File: config.mk
export PLATFORM = sky130hd
export DESIGN_NAME = voxel_ray_traversal_3d_unit
export DESIGN_NICKNAME = d
export VERILOG_FILES = /design/src/sv/vrt_pkg.sv /design/src/sv/vrt_div.sv /design/src/sv/vrt_front.sv /design/src/sv/vrt_fifo.sv /design/src/sv/vrt_walk.sv /design/src/sv/voxel_ray_traversal_3d_unit.sv
export SDC_FILE = /design/constraint.sdc
export NUM_CORES = 2
export LEC_CHECK = 0
export ABC_AREA = 0
export BUFFER_PORTS_ARGS = -buffer_cell sky130_fd_sc_hd__buf_2
export CAP_MARGIN = 20
export CORE_MARGIN = 8
export CORE_UTILIZATION = 65
export DETAILED_ROUTE_END_ITERATION = 10
export PLACE_DENSITY = 0.82
export SLEW_MARGIN = 25
export SYNTH_ARGS = -nofsm -noshare
export SYNTH_HDL_FRONTEND = slang
export SYNTH_SLANG_ARGS = --single-unit
File: constraint.sdc
create_clock -name clk -period 46.8 [get_ports clk]
set_input_delay 9.36 -clock clk [delete_from_list [all_inputs] [get_ports clk]]
set_output_delay 9.36 -clock clk [all_outputs]
set_load 0.05 [all_outputs]
File: src/sv/vrt_pkg.sv
// ----------------------------------------------------------------------------
// vrt_pkg
// Shared types and constants of the 3-D voxel ray traversal unit.
// ----------------------------------------------------------------------------
`default_nettype none

package vrt_pkg;

  localparam int KEY_BITS = 24;
  localparam int MAX_RUN  = 64;

  localparam int COORD_W = 32;   // Q16.16 coordinate
  localparam int VS_W    = 25;   // voxel size register
  localparam int LIM_W   = 7;    // voxel limit register
  localparam int CFG_W   = 25;   // widest config register
  localparam int FK_W    = 33;   // full precision key
  localparam int AD_W    = 33;   // |end - start|
  localparam int T_W     = 48;   // unsigned Q16.32 ray parameter
  localparam int NUM_W   = 64;   // divider numerator
  localparam int DEN_W   = 34;   // divider denominator

  localparam logic [T_W-1:0] T_SAT = {T_W{1'b1}};

  localparam int Q_DEPTH = 2;
  localparam int Q_AW    = $clog2(Q_DEPTH);

  // configuration register indexes
  localparam logic CFG_VOXEL_SIZE  = 1'b0;
  localparam logic CFG_VOXEL_LIMIT = 1'b1;

  // one ray after setup, ready to walk
  typedef struct packed {
    logic [2:0][FK_W-1:0] cur;
    logic [2:0][FK_W-1:0] tgt;
    logic [2:0]           dir_neg;
    logic [2:0]           dir_zero;
    logic [2:0][T_W-1:0]  nc;
    logic [2:0][T_W-1:0]  cs;
    logic [LIM_W-1:0]     lim;
  } walk_rec_t;

endpackage

`default_nettype wire

File: src/sv/vrt_div.sv
// ----------------------------------------------------------------------------
// vrt_div
// Unsigned restoring divider, one quotient bit per cycle.
// ----------------------------------------------------------------------------
`default_nettype none

module vrt_div (
  input  wire logic                       clk,
  input  wire logic                       rst_n,
  input  wire logic                       start,
  input  wire logic [vrt_pkg::NUM_W-1:0]  num,
  input  wire logic [vrt_pkg::DEN_W-1:0]  den,
  output logic                            done,
  output logic [vrt_pkg::NUM_W-1:0]       quo,
  output logic [vrt_pkg::DEN_W-1:0]       rem
);
  import vrt_pkg::*;

  localparam int CNT_W = $clog2(NUM_W + 1);

  logic                 busy_r;
  logic                 done_r;
  logic [CNT_W-1:0]     cnt_r;
  logic [NUM_W-1:0]     quo_r;
  logic [DEN_W-1:0]     rem_r;
  logic [DEN_W-1:0]     den_r;
  logic [DEN_W:0]       sh;
  logic                 ge;
  logic [DEN_W:0]       diff;

  assign sh   = {rem_r, quo_r[NUM_W-1]};
  assign ge   = sh >= {1'b0, den_r};
  assign diff = sh - {1'b0, den_r};

  always_ff @(posedge clk) begin
    if (!rst_n) begin
      busy_r <= 1'b0;
      done_r <= 1'b0;
      cnt_r  <= '0;
    end else begin
      done_r <= !start && busy_r && (cnt_r == CNT_W'(1));
      if (start) begin
        busy_r <= 1'b1;
        cnt_r  <= CNT_W'(NUM_W);
      end else if (busy_r) begin
        cnt_r <= cnt_r - 1'b1;
        if (cnt_r == CNT_W'(1)) begin
          busy_r <= 1'b0;
        end
      end
    end
  end

  always_ff @(posedge clk) begin
    if (start) begin
      quo_r <= num;
      rem_r <= '0;
      den_r <= den;
    end else if (busy_r) begin
      quo_r <= {quo_r[NUM_W-2:0], ge};
      rem_r <= ge ? diff[DEN_W-1:0] : sh[DEN_W-1:0];
    end
  end

  assign done = done_r;
  assign quo  = quo_r;
  assign rem  = rem_r;

endmodule

`default_nettype wire

File: src/sv/vrt_front.sv
// ----------------------------------------------------------------------------
// vrt_front
// Ray setup: start and end keys, first crossing and crossing spacing per axis
// ----------------------------------------------------------------------------
`default_nettype none

module vrt_front (
  input  wire logic                          clk,
  input  wire logic                          rst_n,
  input  wire logic                          in_valid,
  output logic                               in_stall,
  input  wire logic signed [vrt_pkg::COORD_W-1:0] in_start_x,
  input  wire logic signed [vrt_pkg::COORD_W-1:0] in_start_y,
  input  wire logic signed [vrt_pkg::COORD_W-1:0] in_start_z,
  input  wire logic signed [vrt_pkg::COORD_W-1:0] in_end_x,
  input  wire logic signed [vrt_pkg::COORD_W-1:0] in_end_y,
  input  wire logic signed [vrt_pkg::COORD_W-1:0] in_end_z,
  input  wire logic [vrt_pkg::VS_W-1:0]      vs,
  input  wire logic [vrt_pkg::LIM_W-1:0]     limit,
  input  wire logic                          q_full,
  output logic                               q_push,
  output vrt_pkg::walk_rec_t                 q_rec
);
  import vrt_pkg::*;

  typedef enum logic [1:0] {F_IDLE, F_GO, F_WAIT, F_PUSH} fstate_t;

  // per axis operation order
  localparam logic [1:0] K_START = 2'd0;
  localparam logic [1:0] K_END   = 2'd1;
  localparam logic [1:0] K_NEXT  = 2'd2;
  localparam logic [1:0] K_SPACE = 2'd3;

  fstate_t                 st_r;
  logic [3:0]              op_r;
  logic signed [COORD_W-1:0] s_r [3];
  logic signed [COORD_W-1:0] e_r [3];
  logic [AD_W-1:0]         ad_r [3];
  logic [2:0]              dneg_r;
  logic [2:0]              dzero_r;
  logic [VS_W-1:0]         vs_r;
  logic [VS_W-1:0]         dist_r;
  walk_rec_t               rec_r;

  logic [1:0]              ax;
  logic [1:0]              kind;
  logic [3:0]              op_nxt;
  logic signed [COORD_W-1:0] src;
  logic [COORD_W-1:0]      src_abs;
  logic                    div_start;
  logic [NUM_W-1:0]        div_num;
  logic [DEN_W-1:0]        div_den;
  logic                    div_done;
  logic [NUM_W-1:0]        div_quo;
  logic [DEN_W-1:0]        div_rem;
  logic [FK_W-1:0]         q_key;
  logic [FK_W-1:0]         fkey;
  logic [VS_W-1:0]         r_lo;
  logic                    rnz;
  logic [VS_W-1:0]         rem_floor;
  logic [VS_W-1:0]         dist_new;
  logic [T_W-1:0]          t_sat;
  logic signed [COORD_W:0] d_in [3];
  logic [LIM_W-1:0]        lim_cap;

  assign ax   = op_r[3:2];
  assign kind = op_r[1:0];

  assign src     = (kind == K_START) ? s_r[ax] : e_r[ax];
  assign src_abs = src[COORD_W-1] ? (~src + 1'b1) : src;

  always_comb begin
    case (kind)
      K_START, K_END: begin
        div_num = {{(NUM_W-COORD_W){1'b0}}, src_abs};
        div_den = {{(DEN_W-VS_W){1'b0}}, vs_r};
      end
      K_NEXT: begin
        div_num = {{(NUM_W-VS_W-32){1'b0}}, dist_r, 32'd0};
        div_den = {{(DEN_W-AD_W){1'b0}}, ad_r[ax]};
      end
      default: begin
        div_num = {{(NUM_W-VS_W-32){1'b0}}, vs_r, 32'd0};
        div_den = {{(DEN_W-AD_W){1'b0}}, ad_r[ax]};
      end
    endcase
  end

  assign div_start = (st_r == F_GO);

  vrt_div u_div (
    .clk   (clk),
    .rst_n (rst_n),
    .start (div_start),
    .num   (div_num),
    .den   (div_den),
    .done  (div_done),
    .quo   (div_quo),
    .rem   (div_rem)
  );

  // floor division from the magnitude quotient
  assign q_key     = div_quo[FK_W-1:0];
  assign r_lo      = div_rem[VS_W-1:0];
  assign rnz       = (r_lo != '0);
  assign fkey      = src[COORD_W-1] ? (~q_key + {{(FK_W-1){1'b0}}, ~rnz}) : q_key;
  assign rem_floor = !src[COORD_W-1] ? r_lo : (rnz ? (vs_r - r_lo) : '0);
  assign dist_new  = dneg_r[ax] ? rem_floor : (vs_r - rem_floor);
  assign t_sat     = (div_quo[NUM_W-1:T_W] != '0) ? T_SAT : div_quo[T_W-1:0];

  // a parallel axis skips its two t divisions
  assign op_nxt = (kind == K_END && dzero_r[ax]) ? {ax + 2'd1, K_START} : op_r + 4'd1;

  assign d_in[0] = {in_end_x[COORD_W-1], in_end_x} - {in_start_x[COORD_W-1], in_start_x};
  assign d_in[1] = {in_end_y[COORD_W-1], in_end_y} - {in_start_y[COORD_W-1], in_start_y};
  assign d_in[2] = {in_end_z[COORD_W-1], in_end_z} - {in_start_z[COORD_W-1], in_start_z};

  assign lim_cap = (limit > LIM_W'(MAX_RUN)) ? LIM_W'(MAX_RUN) : limit;

  always_ff @(posedge clk) begin
    if (!rst_n) begin
      st_r <= F_IDLE;
      op_r <= '0;
    end else begin
      case (st_r)
        F_IDLE: begin
          if (in_valid && lim_cap != '0) begin
            st_r <= F_GO;
            op_r <= '0;
          end
        end
        F_GO: st_r <= F_WAIT;
        F_WAIT: begin
          if (div_done) begin
            op_r <= op_nxt;
            st_r <= (op_nxt[3:2] == 2'd3) ? F_PUSH : F_GO;
          end
        end
        F_PUSH: begin
          if (!q_full) st_r <= F_IDLE;
        end
        default: st_r <= F_IDLE;
      endcase
    end
  end

  always_ff @(posedge clk) begin
    if (st_r == F_IDLE && in_valid) begin
      s_r[0] <= in_start_x;
      s_r[1] <= in_start_y;
      s_r[2] <= in_start_z;
      e_r[0] <= in_end_x;
      e_r[1] <= in_end_y;
      e_r[2] <= in_end_z;
      for (int i = 0; i < 3; i++) begin
        dneg_r[i]     <= d_in[i][COORD_W];
        dzero_r[i]    <= (d_in[i] == '0);
        ad_r[i]       <= d_in[i][COORD_W] ? AD_W'(-d_in[i]) : AD_W'(d_in[i]);
        rec_r.nc[i]   <= T_SAT;
        rec_r.cs[i]   <= T_SAT;
        rec_r.dir_neg[i]  <= d_in[i][COORD_W];
        rec_r.dir_zero[i] <= (d_in[i] == '0);
      end
      vs_r      <= (vs == '0) ? VS_W'(1) : vs;
      rec_r.lim <= lim_cap;
    end else if (st_r == F_WAIT && div_done) begin
      case (kind)
        K_START: begin
          rec_r.cur[ax] <= fkey;
          dist_r        <= dist_new;
        end
        K_END:   rec_r.tgt[ax] <= fkey;
        K_NEXT:  rec_r.nc[ax]  <= t_sat;
        default: rec_r.cs[ax]  <= t_sat;
      endcase
    end
  end

  assign in_stall = (st_r != F_IDLE);
  assign q_push   = (st_r == F_PUSH) && !q_full;
  assign q_rec    = rec_r;

endmodule

`default_nettype wire

File: src/sv/vrt_fifo.sv
// ----------------------------------------------------------------------------
// vrt_fifo
// Short queue of set-up rays between setup and walker
// ----------------------------------------------------------------------------
`default_nettype none

module vrt_fifo (
  input  wire logic               clk,
  input  wire logic               rst_n,
  input  wire logic               push,
  input  wire vrt_pkg::walk_rec_t wdata,
  input  wire logic               pop,
  output vrt_pkg::walk_rec_t      rdata,
  output logic                    full,
  output logic                    empty
);
  import vrt_pkg::*;

  walk_rec_t         mem_r [Q_DEPTH];
  logic [Q_AW-1:0]   wp_r;
  logic [Q_AW-1:0]   rp_r;
  logic [Q_AW:0]     cnt_r;

  always_ff @(posedge clk) begin
    if (!rst_n) begin
      wp_r  <= '0;
      rp_r  <= '0;
      cnt_r <= '0;
    end else begin
      if (push) wp_r <= wp_r + 1'b1;
      if (pop)  rp_r <= rp_r + 1'b1;
      cnt_r <= cnt_r + (Q_AW+1)'(push) - (Q_AW+1)'(pop);
    end
  end

  always_ff @(posedge clk) begin
    if (push) mem_r[wp_r] <= wdata;
  end

  assign rdata = mem_r[rp_r];
  assign full  = (cnt_r == (Q_AW+1)'(Q_DEPTH));
  assign empty = (cnt_r == '0);

  a_no_overflow: assert property (@(posedge clk) disable iff (!rst_n) !(push && full))
    else $error("push into full queue");
  a_no_underflow: assert property (@(posedge clk) disable iff (!rst_n) !(pop && empty))
    else $error("pop from empty queue");
  a_count_bound: assert property (@(posedge clk) disable iff (!rst_n)
    cnt_r <= (Q_AW+1)'(Q_DEPTH))
    else $error("queue count out of range");

endmodule

`default_nettype wire

File: src/sv/vrt_walk.sv
// ----------------------------------------------------------------------------
// vrt_walk
// DDA walker: one voxel key per cycle, while out_stall allows, into an output register
// ----------------------------------------------------------------------------
`default_nettype none

module vrt_walk (
  input  wire logic                clk,
  input  wire logic                rst_n,
  input  wire logic                q_empty,
  input  wire vrt_pkg::walk_rec_t  q_rec,
  output logic                     q_pop,
  output logic                     out_valid,
  input  wire logic                out_stall,
  output logic signed [vrt_pkg::KEY_BITS-1:0] out_key_x,
  output logic signed [vrt_pkg::KEY_BITS-1:0] out_key_y,
  output logic signed [vrt_pkg::KEY_BITS-1:0] out_key_z,
  output logic                     out_last
);
  import vrt_pkg::*;

  typedef enum logic {W_IDLE, W_RUN} wstate_t;

  wstate_t          st_r;
  logic [FK_W-1:0]  cur_r [3];
  logic [FK_W-1:0]  tgt_r [3];
  logic [2:0]       neg_r;
  logic [2:0]       zero_r;
  logic [T_W-1:0]   nc_r [3];
  logic [T_W-1:0]   cs_r [3];
  logic [LIM_W-1:0] lim_r;
  logic [LIM_W-1:0] n_r;
  logic             out_valid_r;
  logic [KEY_BITS-1:0] kx_r, ky_r, kz_r;
  logic             last_r;

  logic             out_free;
  logic             emit;
  logic             at_end;
  logic [LIM_W:0]   n_inc;
  logic [1:0]       m;
  logic [1:0]       m01;
  logic [T_W:0]     t_sum;
  logic [T_W-1:0]   t_nxt;

  assign out_free = !out_valid_r || !out_stall;
  assign emit     = (st_r == W_RUN) && out_free;
  assign n_inc    = {1'b0, n_r} + 1'b1;
  assign at_end   = (n_inc >= {1'b0, lim_r}) ||
                    (cur_r[0] == tgt_r[0] && cur_r[1] == tgt_r[1] && cur_r[2] == tgt_r[2]);

  // lowest axis wins ties
  assign m01   = (nc_r[1] < nc_r[0]) ? 2'd1 : 2'd0;
  assign m     = (nc_r[2] < nc_r[m01]) ? 2'd2 : m01;
  assign t_sum = {1'b0, nc_r[m]} + {1'b0, cs_r[m]};
  assign t_nxt = t_sum[T_W] ? T_SAT : t_sum[T_W-1:0];

  assign q_pop = (st_r == W_IDLE) && !q_empty;

  always_ff @(posedge clk) begin
    if (!rst_n) begin
      st_r        <= W_IDLE;
      out_valid_r <= 1'b0;
      n_r         <= '0;
    end else begin
      if (emit) out_valid_r <= 1'b1;
      else if (!out_stall) out_valid_r <= 1'b0;
      case (st_r)
        W_IDLE: begin
          if (!q_empty) begin
            st_r <= W_RUN;
            n_r  <= '0;
          end
        end
        W_RUN: begin
          if (emit) begin
            n_r <= n_inc[LIM_W-1:0];
            if (at_end) st_r <= W_IDLE;
          end
        end
        default: st_r <= W_IDLE;
      endcase
    end
  end

  always_ff @(posedge clk) begin
    if (q_pop) begin
      for (int i = 0; i < 3; i++) begin
        cur_r[i] <= q_rec.cur[i];
        tgt_r[i] <= q_rec.tgt[i];
        nc_r[i]  <= q_rec.nc[i];
        cs_r[i]  <= q_rec.cs[i];
      end
      neg_r  <= q_rec.dir_neg;
      zero_r <= q_rec.dir_zero;
      lim_r  <= q_rec.lim;
    end else if (emit) begin
      kx_r   <= cur_r[0][KEY_BITS-1:0];
      ky_r   <= cur_r[1][KEY_BITS-1:0];
      kz_r   <= cur_r[2][KEY_BITS-1:0];
      last_r <= at_end;
      if (!at_end) begin
        if (!zero_r[m]) begin
          cur_r[m] <= neg_r[m] ? cur_r[m] - 1'b1 : cur_r[m] + 1'b1;
        end
        nc_r[m] <= t_nxt;
      end
    end
  end

  assign out_valid = out_valid_r;
  assign out_key_x = kx_r;
  assign out_key_y = ky_r;
  assign out_key_z = kz_r;
  assign out_last  = last_r;

  a_count_in_limit: assert property (@(posedge clk) disable iff (!rst_n)
    (st_r == W_RUN) |-> (n_r < lim_r))
    else $error("walker ran past its voxel limit");
  a_last_ends_ray: assert property (@(posedge clk) disable iff (!rst_n)
    (emit && at_end) |=> (st_r == W_IDLE))
    else $error("walker kept running after the final key");
  a_no_pop_busy: assert property (@(posedge clk) disable iff (!rst_n)
    q_pop |-> (st_r == W_IDLE))
    else $error("ray taken while walking");

endmodule

`default_nettype wire

File: src/sv/voxel_ray_traversal_3d_unit.sv
// ----------------------------------------------------------------------------
// voxel_ray_traversal_3d_unit
// 3-D voxel ray traversal: emits the voxel keys a ray segment passes through
// ----------------------------------------------------------------------------
// One ray in, one to voxel_limit (capped at 64) keys out, the final key flagged by out_last.
// Setup runs on a single shared divider that makes one quotient bit per
// cycle; a ray needs 6 divisions plus 2 more per non-parallel axis. The
// walker then emits one key per cycle while out_stall is low, up to 64
// keys. A two-entry queue between setup and walker lets the next ray be
// set up while the current one walks. A voxel_limit of zero drops the
// ray without any output.
`default_nettype none

module voxel_ray_traversal_3d_unit (
  input  wire logic                               clk,
  input  wire logic                               rst_n,
  input  wire logic                               in_valid,
  output logic                                    in_stall,
  input  wire logic signed [vrt_pkg::COORD_W-1:0] in_start_x,
  input  wire logic signed [vrt_pkg::COORD_W-1:0] in_start_y,
  input  wire logic signed [vrt_pkg::COORD_W-1:0] in_start_z,
  input  wire logic signed [vrt_pkg::COORD_W-1:0] in_end_x,
  input  wire logic signed [vrt_pkg::COORD_W-1:0] in_end_y,
  input  wire logic signed [vrt_pkg::COORD_W-1:0] in_end_z,
  output logic                                    out_valid,
  input  wire logic                               out_stall,
  output logic signed [vrt_pkg::KEY_BITS-1:0]     out_key_x,
  output logic signed [vrt_pkg::KEY_BITS-1:0]     out_key_y,
  output logic signed [vrt_pkg::KEY_BITS-1:0]     out_key_z,
  output logic                                    out_last,
  input  wire logic                               cfg_we,
  input  wire logic                               cfg_index,
  input  wire logic [vrt_pkg::CFG_W-1:0]          cfg_data
);
  import vrt_pkg::*;

  logic [VS_W-1:0]  vs_r;
  logic [LIM_W-1:0] lim_r;

  logic      q_push;
  logic      q_pop;
  logic      q_full;
  logic      q_empty;
  walk_rec_t q_wrec;
  walk_rec_t q_rrec;

  always_ff @(posedge clk) begin
    if (!rst_n) begin
      vs_r  <= VS_W'(13107);
      lim_r <= LIM_W'(64);
    end else if (cfg_we) begin
      case (cfg_index)
        CFG_VOXEL_SIZE:  vs_r  <= cfg_data[VS_W-1:0];
        CFG_VOXEL_LIMIT: lim_r <= cfg_data[LIM_W-1:0];
        default: ;
      endcase
    end
  end

  vrt_front u_front (
    .clk        (clk),
    .rst_n      (rst_n),
    .in_valid   (in_valid),
    .in_stall   (in_stall),
    .in_start_x (in_start_x),
    .in_start_y (in_start_y),
    .in_start_z (in_start_z),
    .in_end_x   (in_end_x),
    .in_end_y   (in_end_y),
    .in_end_z   (in_end_z),
    .vs         (vs_r),
    .limit      (lim_r),
    .q_full     (q_full),
    .q_push     (q_push),
    .q_rec      (q_wrec)
  );

  vrt_fifo u_fifo (
    .clk   (clk),
    .rst_n (rst_n),
    .push  (q_push),
    .wdata (q_wrec),
    .pop   (q_pop),
    .rdata (q_rrec),
    .full  (q_full),
    .empty (q_empty)
  );

  vrt_walk u_walk (
    .clk       (clk),
    .rst_n     (rst_n),
    .q_empty   (q_empty),
    .q_rec     (q_rrec),
    .q_pop     (q_pop),
    .out_valid (out_valid),
    .out_stall (out_stall),
    .out_key_x (out_key_x),
    .out_key_y (out_key_y),
    .out_key_z (out_key_z),
    .out_last  (out_last)
  );

endmodule

`default_nettype wire

==> summary.md <==
| Metric | Value |
|---|---|
| Seq/Total Area, Yosys | `0.644` |
| CP Class | `primary input to register` |
| Worst path cell trace | `buf_2 -> inv_1 -> ha_1 -> inv_1 -> fa_1 -> a211oi_1 -> o21ai_0 -> a41o_1 -> a2111oi_0 -> o31a_1 -> nand2b_1 -> nor3_1 -> o211ai_1 -> a21oi_1 -> nor3_1 -> mux2_2 -> clkinv_1 -> ha_1 -> and2_1` |
| Status | `completed` |
| Avg WL per Cell | `25.1 µm` |
| H-tree depth | `5` |
| Max clock buf depth | `4` |
| Syn Nets | `around 9,400` |
| Row count | `154` |
| Worst Tran Pin Value | `between 1 and 1.5 ns` |
| Tightest Hold Check Type | `register to register` |
| Clk_lat worst skew | `0.94 ns` |
| Syn Inst Count | `8,830` |
| Post-route ant nets | `0` |
| Overflow left after global routing | `0` |
| Clock Skew | `between 0.06 and 0.07 ns` |
| Total CTS buffers | `roughly 280` |
| Max-slew violations | `0` |
| Ys flop type | `edfxtp_1` |
| Critical Path AT | `around 15 ns` |
| Clock sinks | `around 2,600` |
| Startpoint Class | `primary input` |
| Min Tclk post-route | `13.86 ns` |
| Final Setup Violations | `0` |
| Setup Buffers After CTS | `0` |
| Fmax | `just over 70 MHz` |
| Die width | `between 400 and 500 µm` |
| Antenna violations before repair | `23` |
| Clock root buffer | `clkbuf_16` |
| Top Ports | `between 200 and 300` |
| Die ar. | `between 150,000 and 200,000 µm²` |
| TritonCTS clock tree | `built` |
| Critical Path Sink Type | `register` |
| DPL Wire Length | `between 150,000 and 200,000 µm` |
| Post-CTS Resized | `0` |
| DRT Pass-1 Iters | `6` |
| Async SR Flop Fraction | `0` |
| # Max-Cap Violations | `0` |
| Share of cells above drive strength 1 | `0.138` |
| Critical Path Max Stage Delay | `a little over 0.7 ns` |
| CP required | `between 40 and 50 ns` |
| Number of fill cells | `~11,000` |
| GRT Overall Usage | `0.296` |
| Drt total wl | `~290,000 µm` |
| Post-synth EDFFs | `around 2,200` |
| Slowest cell on the critical path | `a2111oi_0` |
| DR iter-0 viols | `8,078` |
| Initial Utilization | `0.655` |
| Slew headroom | `0.217` |
| Synthesized cell area | `between 100,000 and 150,000 µm²` |
| Synthesized area per cell | `around 13 µm²` |
| Largest net degree at the start of global routing | `180` |
| Setup_tns | `0 ns` |
| Synthesized flop and latch total | `between 2,000 and 3,000` |
| Synth warnings | `0` |
| Final hold vios | `0` |
| Detailed-route via count | `between 70,000 and 80,000` |
| Fin crit share | `0.296` |
| Critical path fanouts, max | `18` |
| Area growth from synthesis to layout | `11.0%` |
| Drc violations | `0` |
| Clock-pin slew on the worst setup and hold paths | `about 0.060 ns` |
| Distinct cells, synth | `96` |
| Register area | `74,400 µm²` |
| Number of global-route vias before repair | `around 74,000` |
| Nets | `about 9,700` |
| First-pass GRT wire length | `between 400,000 and 500,000 µm` |
| Multi-input logic area | `around 38,000 µm²` |
| RSZ-0062 raised after global routing | `false` |
| CTS Hold Bufs | `0` |
| Routability cong. | `just under 1` |
| Core area | `about 180,000 µm²` |
| Detail-routed via count per cell | `6.42` |
| Die Span Y | `between 400 and 500 µm` |
| PortBufs | `between 200 and 300` |
## final cells by class
| type | count | area share |
|---|---|---|
| Sequential cell | 2604 | 0.580 |
| Multi-Input combinational cell | 5487 | 0.300 |
| Clock buffer | 363 | 0.0594 |
| Tap cell | 2340 | 0.0229 |
| Timing Repair Buffer | 390 | 0.0179 |
| Inverter | 323 | 0.00959 |
| Clock inverter | 108 | 0.00943 |
| Antenna cell | 18 | 0.000352 |
## state kept, by name, indices dropped and copies added, names as in the netlist, 33 cells and up, named ones only
signal               cells
u_fifo.mem_r           998
u_front.ad_r            99
u_front.e_r             96
u_front.q_rec          493
u_front.s_r             96
u_front.u_div.den_r     33
u_front.u_div.quo       64
u_front.u_div.rem       34
u_walk.cs_r            144
u_walk.cur_r            99
u_walk.nc_r            144
u_walk.tgt_r            99
## layout by cell type (no fill, tap or decap), drive strengths merged, types with 57 or more instances in the layout
master / Yosys / routed
edfxtp: 2219 / 2219
nand2: 833 / 833
a21oi: 532 / 532
o21ai: 499 / 499
nor2: 424 / 424
mux2: 391 / 391
buf: 69 / 390
dfxtp: 385 / 385
ha: 374 / 374
clkbuf: 347 / 363
inv: 321 / 326
o211ai: 314 / 314
xnor2: 270 / 270
mux2i: 248 / 248
xor2: 191 / 191
nor2b: 187 / 187
a211oi: 149 / 149
a21o: 142 / 142
nand3: 97 / 97
nor3: 82 / 82
clkinv: 2 / 68
nand2b: 58 / 58
nand4: 57 / 57
## layer usage
metal  track usage  part of all wire  wire, µm  up-vias
met5             0          0.000045        13        -
met4         0.144             0.051     15000        2
li1              -                 -         -    33500
met1         0.378              0.38    110000    36500
met2         0.487              0.48    139000     3934
met3        0.0589             0.095     27800      806
## worst paths after layout
path	startpoint	to	slack, ns	cells past startpoint
setup / recovery	in_end_y[0]	u_front.ad_r[1][32]	32.94	19
hold / removal	u_front.q_rec[66]	u_fifo.mem_r[0][66]	0.42	0
setup reg to reg	u_walk.nc_r[1][2]	u_walk.cur_r[0][32]	33.70	37
hold reg to reg	u_front.q_rec[66]	u_fifo.mem_r[0][66]	0.42	0
## logic make-up after synthesis
| kind of cell | count (synthesis) | share of synthesized area |
|---|---|---|
| and+or+nand+nor | 1990 | 0.0801 |
| buffers and inverters | 739 | 0.0244 |
| xor gates and xnor gates | 461 | 0.0350 |
| adders and majority gates | 382 | 0.0419 |
| muxes | 671 | 0.0661 |
| DFF | 2604 | 0.644 |
| AOI/OAI and AO/OA | 1983 | 0.108 |
## cell usage after synthesis (all sizes together), types with 191 or more instances
cell / instances / area (µm²)
clkbuf: 347 / 1300
inv: 321 / 1200
mux2: 391 / 4410
o21ai: 499 / 2500
a21oi: 532 / 2660
mux2i: 248 / 2480
edfxtp: 2219 / 66600
nor2: 424 / 1600
dfxtp: 385 / 7710
xor2: 191 / 1670
xnor2: 270 / 2360
ha: 374 / 4680
o211ai: 314 / 2360
nand2: 833 / 3130
## per-stage QoR
step	hold WS, ns	area (µm²)	setup WS, ns	util	instances
finish	0.420	128000	32.94	0.727	11600
global route	0.427	128000	32.65	0.727	11600
CTS	0.420	128000	33.03	0.726	11600
detailed placement	0.429	119000	32.08	0.676	11100
global placement	0.421	119000	32.14	0.676	11100
floorplan	0.421	115000	23.88	-	8830
## worst max-delay path: cells and delay by family
kind,cells,cell delay [ns]
compound gates,7,2.25
simple gates,4,0.52
fa+ha+maj,3,1.06
mux,1,0.45
buf+inv,4,0.85
Power is not shown: default switching activity piles up to over one toggle a cycle in this logic, so the estimate is an artifact.
